### src/design/swmm_pkg.sv
// Shared constants for the sliding window min/max/sum block.
// No dependencies; every file but assert_macros.svh refers to it by scoped names.
package swmm_pkg;

  localparam int WINDOW_MAX_DEF   = 16;
  localparam int SAMPLE_WIDTH_DEF = 16;
  localparam int SUM_W            = 48;
  localparam int WSIZE_W          = 5;
  localparam int PADDR_W          = 3;
  localparam int PDATA_W          = 32;

  localparam logic [WSIZE_W-1:0] WSIZE_RESET = 5'd4;

  // Register select: word index bit of paddr.
  localparam logic REG_WINDOW_SIZE = 1'b0;

endpackage

### src/design/swmm_in_if.sv
// Input channel: one signed sample and an end-of-stream flag per transaction.
// Depends on swmm_pkg.
interface swmm_in_if #(
  parameter int SAMPLE_WIDTH = swmm_pkg::SAMPLE_WIDTH_DEF
) ();
  logic                           valid;
  logic                           ready;
  logic signed [SAMPLE_WIDTH-1:0] sample;
  logic                           last;

  modport source (output valid, sample, last, input ready);
  modport sink   (input valid, sample, last, output ready);
endinterface

### src/design/swmm_out_if.sv
// Result channel: window max/min, full flag, running sum, end-of-stream flag.
// Depends on swmm_pkg.
interface swmm_out_if #(
  parameter int SAMPLE_WIDTH = swmm_pkg::SAMPLE_WIDTH_DEF
) ();
  logic                             valid;
  logic                             ready;
  logic signed [SAMPLE_WIDTH-1:0]   window_max;
  logic signed [SAMPLE_WIDTH-1:0]   window_min;
  logic                             window_full;
  logic signed [swmm_pkg::SUM_W-1:0] min_max_sum;
  logic                             end_of_stream;

  modport source (output valid, window_max, window_min, window_full, min_max_sum,
                  end_of_stream, input ready);
  modport sink   (input valid, window_max, window_min, window_full, min_max_sum,
                  end_of_stream, output ready);
endinterface

### src/design/swmm_cell.sv
// One cell of the suffix max/min chain: holds max and min over its age range.
// Depends on swmm_pkg; instantiated by the top level.
module swmm_cell #(
  parameter int SAMPLE_WIDTH = swmm_pkg::SAMPLE_WIDTH_DEF
) (
  input  logic                           clk,
  input  logic                           en,
  input  logic signed [SAMPLE_WIDTH-1:0] new_sample,
  input  logic signed [SAMPLE_WIDTH-1:0] prev_max,
  input  logic signed [SAMPLE_WIDTH-1:0] prev_min,
  output logic signed [SAMPLE_WIDTH-1:0] max_q,
  output logic signed [SAMPLE_WIDTH-1:0] min_q
);

  always_ff @(posedge clk) begin
    if (en) begin
      max_q <= (prev_max > new_sample) ? prev_max : new_sample;
      min_q <= (prev_min < new_sample) ? prev_min : new_sample;
    end
  end

endmodule

### src/design/swmm_apb_regs.sv
// APB register file: holds window_size.
// Depends on swmm_pkg.
module swmm_apb_regs (
  input  logic                               clk,
  input  logic                               rst,
  input  logic                               psel,
  input  logic                               penable,
  input  logic                               pwrite,
  input  logic [swmm_pkg::PADDR_W-1:0]       paddr,
  input  logic [swmm_pkg::PDATA_W-1:0]       pwdata,
  output logic [swmm_pkg::PDATA_W-1:0]       prdata,
  output logic                               pready,
  output logic [swmm_pkg::WSIZE_W-1:0]       window_size
);

  logic reg_hit;

  assign pready  = 1'b1;
  assign reg_hit = (paddr[swmm_pkg::PADDR_W-1] == swmm_pkg::REG_WINDOW_SIZE);

  always_ff @(posedge clk) begin
    if (rst) begin
      window_size <= swmm_pkg::WSIZE_RESET;
    end else if (psel && penable && pwrite && pready && reg_hit) begin
      window_size <= pwdata[swmm_pkg::WSIZE_W-1:0];
    end
  end

  always_comb begin
    prdata = '0;
    if (reg_hit) begin
      prdata = {{(swmm_pkg::PDATA_W-swmm_pkg::WSIZE_W){1'b0}}, window_size};
    end
  end

endmodule

### src/design/sliding_window_min_max_sum.sv
// Sliding window min/max/sum, top level.
// Depends on swmm_pkg, swmm_in_if, swmm_out_if, swmm_cell, swmm_apb_regs.
//
// Usage:
//   in_ch carries one signed sample and a last flag per transaction; out_ch
//   returns one result per sample: max and min of the live window, a full
//   flag, the 48-bit wrapping sum of max+min over full windows, and a copy
//   of last. The APB port sets window_size (byte address 0, reset value 4).
//   An accepted sample is registered in the cell chain and middle stage,
//   then its result in the result register, which drives out_ch.
//   Throughput: one sample per cycle while out_ch does not stall. Each cell
//   but the head compares its neighbor's value with the new sample. After a
//   last sample the stream state clears; window_size stays.
//   Reset clears the stream state and both pipeline stages and restores
//   window_size to 4. When out_ch stalls, the result register holds and one
//   more sample is taken into the middle stage; then in_ch.ready drops until
//   the result is taken. Write window_size only while no result is pending.
//   Shrinking the window drops samples that are too old at once.
module sliding_window_min_max_sum #(
  parameter int WINDOW_MAX   = swmm_pkg::WINDOW_MAX_DEF,
  parameter int SAMPLE_WIDTH = swmm_pkg::SAMPLE_WIDTH_DEF
) (
  input  logic                         clk,
  input  logic                         rst,
  swmm_in_if.sink                      in_ch,
  swmm_out_if.source                   out_ch,
  input  logic                         psel,
  input  logic                         penable,
  input  logic                         pwrite,
  input  logic [swmm_pkg::PADDR_W-1:0] paddr,
  input  logic [swmm_pkg::PDATA_W-1:0] pwdata,
  output logic [swmm_pkg::PDATA_W-1:0] prdata,
  output logic                         pready
);

  localparam int CNT_W = $clog2(WINDOW_MAX + 1);
  localparam int IDX_W = (WINDOW_MAX > 1) ? $clog2(WINDOW_MAX) : 1;
  localparam int SUM_W = swmm_pkg::SUM_W;

  logic [swmm_pkg::WSIZE_W-1:0] window_size;
  logic [CNT_W-1:0]             win_eff;

  logic signed [SAMPLE_WIDTH-1:0] cell_max [WINDOW_MAX];
  logic signed [SAMPLE_WIDTH-1:0] cell_min [WINDOW_MAX];

  logic             accept_in;
  logic             load_out;
  logic [CNT_W-1:0] live_cnt, live_cnt_next;
  logic [CNT_W-1:0] seen, seen_next;
  logic             mid_valid;
  logic             mid_full;
  logic             mid_last;
  logic [IDX_W-1:0] mid_idx;

  logic signed [SAMPLE_WIDTH-1:0] sel_max, sel_min;
  logic signed [SUM_W-1:0]        running_sum;
  logic signed [SUM_W-1:0]        sum_add, sum_next;

  logic                           out_valid;
  logic signed [SAMPLE_WIDTH-1:0] out_max, out_min;
  logic                           out_full, out_eos;
  logic signed [SUM_W-1:0]        out_sum;

  swmm_apb_regs u_regs (
    .clk         (clk),
    .rst         (rst),
    .psel        (psel),
    .penable     (penable),
    .pwrite      (pwrite),
    .paddr       (paddr),
    .pwdata      (pwdata),
    .prdata      (prdata),
    .pready      (pready),
    .window_size (window_size)
  );

  always_comb begin
    if (window_size == '0) begin
      win_eff = CNT_W'(1);
    end else if (32'(window_size) > 32'(WINDOW_MAX)) begin
      win_eff = CNT_W'(WINDOW_MAX);
    end else begin
      win_eff = CNT_W'(window_size);
    end
  end

  assign load_out    = mid_valid && (!out_valid || out_ch.ready);
  assign in_ch.ready = !mid_valid || load_out;
  assign accept_in   = in_ch.valid && in_ch.ready;

  // Cell chain: cell i holds max/min over the samples of age 0..i.
  for (genvar i = 0; i < WINDOW_MAX; i++) begin : g_cell
    if (i == 0) begin : g_head
      swmm_cell #(.SAMPLE_WIDTH(SAMPLE_WIDTH)) u_cell (
        .clk        (clk),
        .en         (accept_in),
        .new_sample (in_ch.sample),
        .prev_max   (in_ch.sample),
        .prev_min   (in_ch.sample),
        .max_q      (cell_max[i]),
        .min_q      (cell_min[i])
      );
    end else begin : g_body
      swmm_cell #(.SAMPLE_WIDTH(SAMPLE_WIDTH)) u_cell (
        .clk        (clk),
        .en         (accept_in),
        .new_sample (in_ch.sample),
        .prev_max   (cell_max[i-1]),
        .prev_min   (cell_min[i-1]),
        .max_q      (cell_max[i]),
        .min_q      (cell_min[i])
      );
    end
  end

  always_comb begin
    live_cnt_next = (live_cnt >= win_eff) ? win_eff : live_cnt + CNT_W'(1);
    seen_next     = (seen < CNT_W'(WINDOW_MAX)) ? seen + CNT_W'(1) : seen;
  end

  always_ff @(posedge clk) begin
    if (rst) begin
      live_cnt  <= '0;
      seen      <= '0;
      mid_valid <= 1'b0;
    end else begin
      if (accept_in) begin
        mid_valid <= 1'b1;
        if (in_ch.last) begin
          live_cnt <= '0;
          seen     <= '0;
        end else begin
          live_cnt <= live_cnt_next;
          seen     <= seen_next;
        end
      end else if (load_out) begin
        mid_valid <= 1'b0;
      end
    end
  end

  always_ff @(posedge clk) begin
    if (accept_in) begin
      mid_full <= (seen_next >= win_eff);
      mid_last <= in_ch.last;
      mid_idx  <= IDX_W'(live_cnt_next - CNT_W'(1));
    end
  end

  always_comb begin
    sel_max  = cell_max[mid_idx];
    sel_min  = cell_min[mid_idx];
    sum_add  = running_sum
             + {{(SUM_W-SAMPLE_WIDTH){sel_max[SAMPLE_WIDTH-1]}}, sel_max}
             + {{(SUM_W-SAMPLE_WIDTH){sel_min[SAMPLE_WIDTH-1]}}, sel_min};
    sum_next = mid_full ? sum_add : running_sum;
  end

  always_ff @(posedge clk) begin
    if (rst) begin
      running_sum <= '0;
      out_valid   <= 1'b0;
    end else begin
      if (load_out) begin
        out_valid   <= 1'b1;
        running_sum <= mid_last ? '0 : sum_next;
      end else if (out_ch.ready) begin
        out_valid <= 1'b0;
      end
    end
  end

  always_ff @(posedge clk) begin
    if (load_out) begin
      out_max  <= sel_max;
      out_min  <= sel_min;
      out_full <= mid_full;
      out_sum  <= sum_next;
      out_eos  <= mid_last;
    end
  end

  assign out_ch.valid         = out_valid;
  assign out_ch.window_max    = out_max;
  assign out_ch.window_min    = out_min;
  assign out_ch.window_full   = out_full;
  assign out_ch.min_max_sum   = out_sum;
  assign out_ch.end_of_stream = out_eos;

endmodule

### src/flat_wrapper.sv
// flat-port wrapper written by rule: the top's interface ports become plain ports
module sliding_window_min_max_sum_flat 
#(
  parameter int WINDOW_MAX   = swmm_pkg::WINDOW_MAX_DEF,
  parameter int SAMPLE_WIDTH = swmm_pkg::SAMPLE_WIDTH_DEF
)
  (clk, rst, psel, penable, pwrite, paddr, pwdata, prdata, pready, in_ch_valid, in_ch_sample, in_ch_last, in_ch_ready, out_ch_valid, out_ch_window_max, out_ch_window_min, out_ch_window_full, out_ch_min_max_sum, out_ch_end_of_stream, out_ch_ready);
  swmm_in_if #(.SAMPLE_WIDTH(SAMPLE_WIDTH)) in_ch_i ();
  swmm_out_if #(.SAMPLE_WIDTH(SAMPLE_WIDTH)) out_ch_i ();
  input  logic clk;
  input  logic rst;
  input  logic psel;
  input  logic penable;
  input  logic pwrite;
  input  logic [swmm_pkg::PADDR_W-1:0] paddr;
  input  logic [swmm_pkg::PDATA_W-1:0] pwdata;
  output logic [swmm_pkg::PDATA_W-1:0] prdata;
  output logic pready;
  input wire logic [$bits(in_ch_i.valid)-1:0] in_ch_valid;
  input wire logic [$bits(in_ch_i.sample)-1:0] in_ch_sample;
  input wire logic [$bits(in_ch_i.last)-1:0] in_ch_last;
  output wire logic [$bits(in_ch_i.ready)-1:0] in_ch_ready;
  output wire logic [$bits(out_ch_i.valid)-1:0] out_ch_valid;
  output wire logic [$bits(out_ch_i.window_max)-1:0] out_ch_window_max;
  output wire logic [$bits(out_ch_i.window_min)-1:0] out_ch_window_min;
  output wire logic [$bits(out_ch_i.window_full)-1:0] out_ch_window_full;
  output wire logic [$bits(out_ch_i.min_max_sum)-1:0] out_ch_min_max_sum;
  output wire logic [$bits(out_ch_i.end_of_stream)-1:0] out_ch_end_of_stream;
  input wire logic [$bits(out_ch_i.ready)-1:0] out_ch_ready;
  assign in_ch_i.valid = in_ch_valid;
  assign in_ch_i.sample = in_ch_sample;
  assign in_ch_i.last = in_ch_last;
  assign in_ch_ready = in_ch_i.ready;
  assign out_ch_valid = out_ch_i.valid;
  assign out_ch_window_max = out_ch_i.window_max;
  assign out_ch_window_min = out_ch_i.window_min;
  assign out_ch_window_full = out_ch_i.window_full;
  assign out_ch_min_max_sum = out_ch_i.min_max_sum;
  assign out_ch_end_of_stream = out_ch_i.end_of_stream;
  assign out_ch_i.ready = out_ch_ready;
  sliding_window_min_max_sum #(.WINDOW_MAX(WINDOW_MAX), .SAMPLE_WIDTH(SAMPLE_WIDTH)) u_core (.clk(clk), .rst(rst), .in_ch(in_ch_i), .out_ch(out_ch_i), .psel(psel), .penable(penable), .pwrite(pwrite), .paddr(paddr), .pwdata(pwdata), .prdata(prdata), .pready(pready));
endmodule
### config.mk
export PLATFORM = sky130hd
export DESIGN_NAME = sliding_window_min_max_sum_flat
export DESIGN_NICKNAME = d
export VERILOG_FILES = /design/src/design/swmm_pkg.sv /design/src/design/swmm_in_if.sv /design/src/design/swmm_out_if.sv /design/src/design/swmm_cell.sv /design/src/design/swmm_apb_regs.sv /design/src/design/sliding_window_min_max_sum.sv /design/src/flat_wrapper.sv
export SDC_FILE = /design/constraint.sdc
export NUM_CORES = 2
export LEC_CHECK = 0
export BUFFER_PORTS_ARGS = -buffer_cell sky130_fd_sc_hd__buf_4
export CORE_ASPECT_RATIO = 1.2
export CORE_MARGIN = 2
export CORE_UTILIZATION = 50
export DETAILED_ROUTE_END_ITERATION = 16
export PLACE_DENSITY_LB_ADDON = 0.25
export RECOVER_POWER = 50
export SLEW_MARGIN = 20
export SYNTH_ARGS = -nofsm -noshare
export SYNTH_HDL_FRONTEND = slang
export SYNTH_SLANG_ARGS = --single-unit
### constraint.sdc
create_clock -name clk -period 7.57 [get_ports clk]
set_input_delay 0.757 -clock clk [delete_from_list [all_inputs] [get_ports clk]]
set_output_delay 0.757 -clock clk [all_outputs]
set_load 0.02 [all_outputs]
# After elaboration in Yosys (flattened, before gate mapping)
# Index checks and enable logic that the tools add are counted.
# W data, S select, Z words.
[totals] memories=0 mem_bits_rw=0 reg_bits=649 out_inout_bits=117 mem_bits_ro=0 latch_bits=0 word_cells=148 input_bits=59
[classes] bitwise_logic=2 n_addsub=5 n_lt_le_gt_ge=35 mux=49 mul=0 reduce_logical=12 eq_ne=0 shifts=0 div_mod_pow=0
[op_table] op="$mux W16" count=34
[op_table] op="$gt A16 B16 Y1" count=15
[op_table] op="$lt A16 B16 Y1" count=15
[op_table] op="$bmux W16 S4" count=2
[op_table] op="$add A48 B48 Y48" count=2
[op_table] op="$mux W48" count=2
[op_table] op="$mux W5" count=7
[op_table] op="$add A5 B1 Y5 const B" count=2
[op_table] op="$ge A5 B5 Y1" count=2
[op_table] op="$ge A5 B5 Y1 const B" count=1
[op_table] op="$gt A5 B5 Y1 const B" count=1
[op_table] op="$logic_and A1 B1 Y1" count=5
[op_table] op="$logic_not A5 Y1" count=1
[op_table] op="$lt A5 B5 Y1 const B" count=1
[op_table] op="$not A4 Y5" count=1
[op_table] op="$mux W1" count=4
[op_table] op="$reduce_bool A2 Y1" count=2
[op_table] op="$sub A4 B1 Y4 const B" count=1
[op_table] op="$logic_not A1 Y1" count=2
[op_table] op="$logic_or A1 B1 Y1" count=2
[op_table] op="$not A1 Y1" count=1

# Longest topological paths before layout
[depth] depth_word=8 depth_mapped=17 mapped_depth_nobuf=15

# By module
# A second synthesis with hierarchy kept.
[hier_totals] cells_unflattened=3991 area_unflattened_um2=49241.0
[by_module_without_submodules] mod="swmm_cell (u_core.g_cell[0].g_head.u_cell ...)" cells_each=164 n_inst=10 seq_area_each_um2=960.9 area_per_inst_um2=2147.1
[by_module_without_submodules] mod="swmm_cell (u_core.g_cell[4].g_body.u_cell ...)" cells_each=198 n_inst=6 seq_area_each_um2=960.9 area_per_inst_um2=2318.5
[by_module_without_submodules] mod="sliding_window_min_max_sum" cells_each=1105 n_inst=1 seq_area_each_um2=3843.7 area_per_inst_um2=13365.3
[by_module_without_submodules] mod="swmm_apb_regs" cells_each=58 n_inst=1 seq_area_each_um2=100.1 area_per_inst_um2=494.2

# Worst setup path before layout
# OpenSTA, ideal clock, no wires.
[synth_timing] path_type="input port to flip-flop" start="input port out_ch_ready" end="register u_core.g_cell[0].g_head.u_cell.min_q[0], enable pin" path_stages=5 path_buffers=1 setup_ns=0.629 arrival_ns=6.701 slack_ns=0.240 required_ns=6.941 path_cell_list="nor2b_1 -> nand2_1 -> nand2_1 -> clkbuf_1 -> inv_2"
[synth_via] elab_chain_len=4
[synth_rtl] item="start, declared" line_no="flat_wrapper.sv:29" rtl="input wire logic [$bits(out_ch_i.ready)-1:0] out_ch_ready;"
[synth_rtl] item="$logic_or A1 B1 Y1" line_no="sliding_window_min_max_sum.sv:87" rtl="assign load_out = mid_valid && (!out_valid || out_ch.ready);"
[synth_rtl] item="$logic_and A1 B1 Y1" line_no="sliding_window_min_max_sum.sv:87"
[synth_rtl] item="$logic_or A1 B1 Y1" line_no="sliding_window_min_max_sum.sv:88" rtl="assign in_ch.ready = !mid_valid || load_out;"
[synth_rtl] item="net in_ch_ready" line_no="flat_wrapper.sv:22" rtl="output wire logic [$bits(in_ch_i.ready)-1:0] in_ch_ready;"
[synth_rtl] item="$logic_and A1 B1 Y1" line_no="sliding_window_min_max_sum.sv:89" rtl="assign accept_in = in_ch.valid && in_ch.ready;"
[synth_rtl] item="net u_core.accept_in" line_no="sliding_window_min_max_sum.sv:46" rtl="logic accept_in;"
[synth_rtl] item="end signal, assigned" line_no="swmm_cell.sv:18" rtl="min_q <= (prev_min < new_sample) ? prev_min : new_sample;"
[synth_rtl] item="end, declared" line_no="swmm_cell.sv:12" rtl="output logic signed [SAMPLE_WIDTH-1:0] min_q"
# The timed path passes the listed nets, and every way through them passes these cells.
# A chain may end at the register's enable or synchronous reset.

# Worst setup path after layout
[layout_timing] start="register u_core.mid_idx[1]" end="register u_core.running_sum[47]"
[layout_via] word_cells_on_any_way=11 cone_classes="add/sub (2); mux (8); bitwise (1)"
[layout_lines] item="start, declared" line_no="sliding_window_min_max_sum.sv:53" rtl="logic [IDX_W-1:0] mid_idx;"
[layout_lines] item="start signal, assigned" line_no="sliding_window_min_max_sum.sv:146" rtl="mid_idx <= IDX_W'(live_cnt_next - CNT_W'(1));"
[layout_lines] item="$not A4 Y5 (implied by the code)" line_no="sliding_window_min_max_sum.sv:152" rtl="sel_min = cell_min[mid_idx];"
[layout_lines] item="$bmux W16 S4" line_no="sliding_window_min_max_sum.sv:152"
[layout_lines] item="$mux W16 (implied by the code) (2 in series)" line_no="sliding_window_min_max_sum.sv:152"
[layout_lines] item="net u_core.sel_min[15]" line_no="sliding_window_min_max_sum.sv:55" rtl="logic signed [SAMPLE_WIDTH-1:0] sel_max, sel_min;"
[layout_lines] item="$add A48 B48 Y48" line_no="sliding_window_min_max_sum.sv:155" rtl="+ {{(SUM_W-SAMPLE_WIDTH){sel_min[SAMPLE_WIDTH-1]}}, sel_min};"
[layout_lines] item="$mux W48" line_no="sliding_window_min_max_sum.sv:156" rtl="sum_next = mid_full ? sum_add : running_sum;"
[layout_lines] item="$mux W48" line_no="sliding_window_min_max_sum.sv:166" rtl="running_sum <= mid_last ? '0 : sum_next;"
[layout_lines] item="end signal, assigned" line_no="sliding_window_min_max_sum.sv:166"
[layout_lines] item="end, declared" line_no="sliding_window_min_max_sum.sv:56" rtl="logic signed [SUM_W-1:0] running_sum;"
# The timed path passes the listed nets, and every way through them passes these cells. The select of a mux whose other input is x is not followed.

==> reports/qor.yml <==
outcome:
  outcome: "finished, violations left"
  violations: "max-capacitance violations, max-slew violations"
critical_path:
  worstSetupPathType: "flip-flop to flip-flop"
  start_kind: "flip-flop"
  path_max_fanout: 102
  end_kind: "flip-flop"
  required_ps: 8110
  worst_ep_arrival_time_ps: 7120
  ff2ff_path_depth: 16
routing:
  first_pass_iters: 6
  drcViolationCount: 0
  drt_iter0_drc: 3413
  drt-vias-per-instance: 6.52
  vias: 34000
  ant_nets: 0
  wire_per_inst_um: 26.7
  drt-total-wl_um: 139000
synth:
  ys_warn_count: 0
  synthArstFlopShare: 0
  syn_area_um2: 46400
  yosysTopAreaCell: "edfxtp_1"
  ys_types: 77
  ys_ff_latch: 649
  synth.top_cells.by_area: "edfxtp_1 38%, ha_1 14%, mux2_1 8.5%"
  synth_top_area_share: 0.378
  synth_edf_count: 584
  synth_flop_cell: "edfxtp_1"
  synthCells: 3898
  synth_most_common_cell: "edfxtp_1"
  synth_area_per_cell_um2: 11.9
  synth_commonest_cells: "584 x edfxtp_1, 509 x ha_1, 349 x mux2_1, 274 x nand2_1, 202 x clkbuf_1"
  synth-seq-area-share: 0.406
power_and_ir_drop:
  internal_power_uw: 9810
  p_comb_frac: 0.442
  power_density_nw_per_um2: 318
  pwr-share-clk: 0.230
  switching_share: 0.388
  p_seq_frac: 0.328
  p_switching_uw: 6220
  ir_drop_v: 0.000164
  p_leak_uw: 0.0193
cts:
  cts.hold.buffers_added: 0
  cts.reportedPaths.clkPinSlew_ps: 60
  cts-resized-gates: 0
  cts.sinks: 649
  clk_latency_ps: 660
  clock_path_buffers: 3
  cts-root-buf: "clkbuf_16"
  cts_tree: "yes"
  postCtsSetupBuffers: 0
  htreeDepth: 3
  cts_buffers: 71
final_layout:
  final-instance-count-excl-fill: 5213
  utilization: 0.547
  drive_gt1_frac: 0.111
  num-fill-cells: 7827
  multi_input_area_um2: 26400
  regArea_um2: 18800
  layout.nets: 4529
  syn_to_final_growth_pct: 8.60
placement:
  dpl_worst_slack_ps: 1400
  dp.cells: 5080
  dp_hpwl_um: 96700
  gp_congestion: 0.918
  port_buffers: 118
global_route:
  met1_usage: 0.378
  grt_pass1_vias: 33000
  grtUsageMet2: 0.477
  grt_pass1_wl_um: 207000
  grt_most_used_layer: "met2"
  gr-total-overflow: 0
  grt.total_usage: 0.291
  grt_antenna_before_repair: 7
  grt_max_degree: 162
  use_met3: 0.0461
sta:
  hold_viol: 0
  finalMaxSlewViolations: 723
  worst_pin_slew_ps: 3610
  finalCritPeriodShare: 0.868
  hold_ws_ps: 333
  fin_skew_ps: 39.0
  fin_crit_ps: 6570
  slew_headroom: -1.42
  finalWorstSetupSlack_ps: 996
  fmax_ghz: 0.152
  setup_tns_ps: 0
  final-setup-viol-count: 0
  rsz0062_at_grt: "false"
die:
  row_count: 122
  io_pins: 176
  die_h_um: 338
  core_um2: 92000
  die_x_um: 282
  start_util: 0.504
  die_area_um2: 95200
worst_hold_path:
  hold_class: "input port to flip-flop"
  hold_depth: 3
run:
  maxCapViolations: 19
logic make-up after synthesis:
kind of cell	after synthesis	synth area share
xor gates and xnor gates	53	0.0102
AOI/OAI and AO/OA	780	0.109
adders and majority gates	557	0.158
and+or+nand+nor	927	0.103
buffers and inverters	328	0.0292
muxes	602	0.184
other	2	0.000162
DFF	649	0.406
metal layers:
layer / wire length [um] / share of wire
met5: 27 / 0.00019
met3: 10700 / 0.077
met2: 65800 / 0.47
met1: 55800 / 0.40
met4: 6760 / 0.049
final cells by class:
class | instances | area share
antenna | 2 | 0.0000993
clock buffer | 95 | 0.0389
multi-input combinational | 2947 | 0.523
timing repair buffer | 176 | 0.0195
sequential | 649 | 0.374
tap | 1240 | 0.0308
clock inverter | 36 | 0.00854
inverter | 68 | 0.00512
sequential cells by signal (all words and copies together), names as in the netlist, 16 cells and up:
signal / flops
u_core.g_cell.g_head.u_cell.min_q: 16
u_core.g_cell.g_body.u_cell.min_q: 240
u_core.out_ch.min_max_sum: 48
u_core.g_cell.g_body.u_cell.max_q: 240
u_core.out_ch.window_max: 16
u_core.running_sum: 48
u_core.out_ch.window_min: 16
worst max-delay path, stage by stage, from the launching register on:
cell      delay (ps)
edfxtp_1         380
buf_12           500
mux4_2           350
mux2i_1          100
mux2_2           370
inv_1           1080
fa_1             620
ha_1             460
nand2_1          120
nor2_1           190
nand2_1          100
a211oi_1         570
o21ai_0          280
nand3_2          130
nand3_2          230
or4_1            660
a31oi_1          170
stage by stage:
| stage | total power, uW | cell area [um2] |
|---|---|---|
| finish | 16000 | 50400 |
| CTS | 16100 | 50800 |
| detailed placement | 12300 | 48400 |
| global placement | 12200 | 48400 |
| floorplan | 10300 | 46500 |
| global route | 16900 | 50400 |
path summary, 6_finish.rpt:
kind         slack (ps)               from                endpoint
max                1000  u_core.mid_idx[1]  u_core.running_sum[47]
min                 330        in_ch_valid        u_core.mid_valid
max reg2reg        1000  u_core.mid_idx[1]  u_core.running_sum[47]
min reg2reg         500     u_core.seen[2]          u_core.seen[2]
power by group through the flow:
stage | sequential, uW | combinational (uW) | clock, uW
6_report | 5260 | 7080 | 3690
2_1_floorplan | 5190 | 5110 | 0
3_5_place_dp | 5300 | 7050 | 0
4_1_cts | 5240 | 7100 | 3730
3_3_place_gp | 5300 | 6950 | 0
5_1_grt | 5310 | 7760 | 3860
layout by cell type (no fill, tap or decap), types with 65 or more instances in the layout:
cell | netlist | layout
o21ai_0 | 69 | 70
a21o_1 | 123 | 123
mux2_1 | 349 | 349
clkbuf_1 | 202 | 128
mux2_2 | 82 | 82
nor2_1 | 123 | 117
dfxtp_1 | 65 | 65
a21oi_1 | 162 | 162
nand2_1 | 274 | 274
nand3b_1 | 92 | 92
mux4_2 | 158 | 158
o21ai_1 | 131 | 130
o211ai_1 | 100 | 100
clkbuf_16 | 0 | 74
edfxtp_1 | 584 | 584
nor3_1 | 134 | 134
ha_1 | 509 | 509
(Power assumes the default switching activity.)
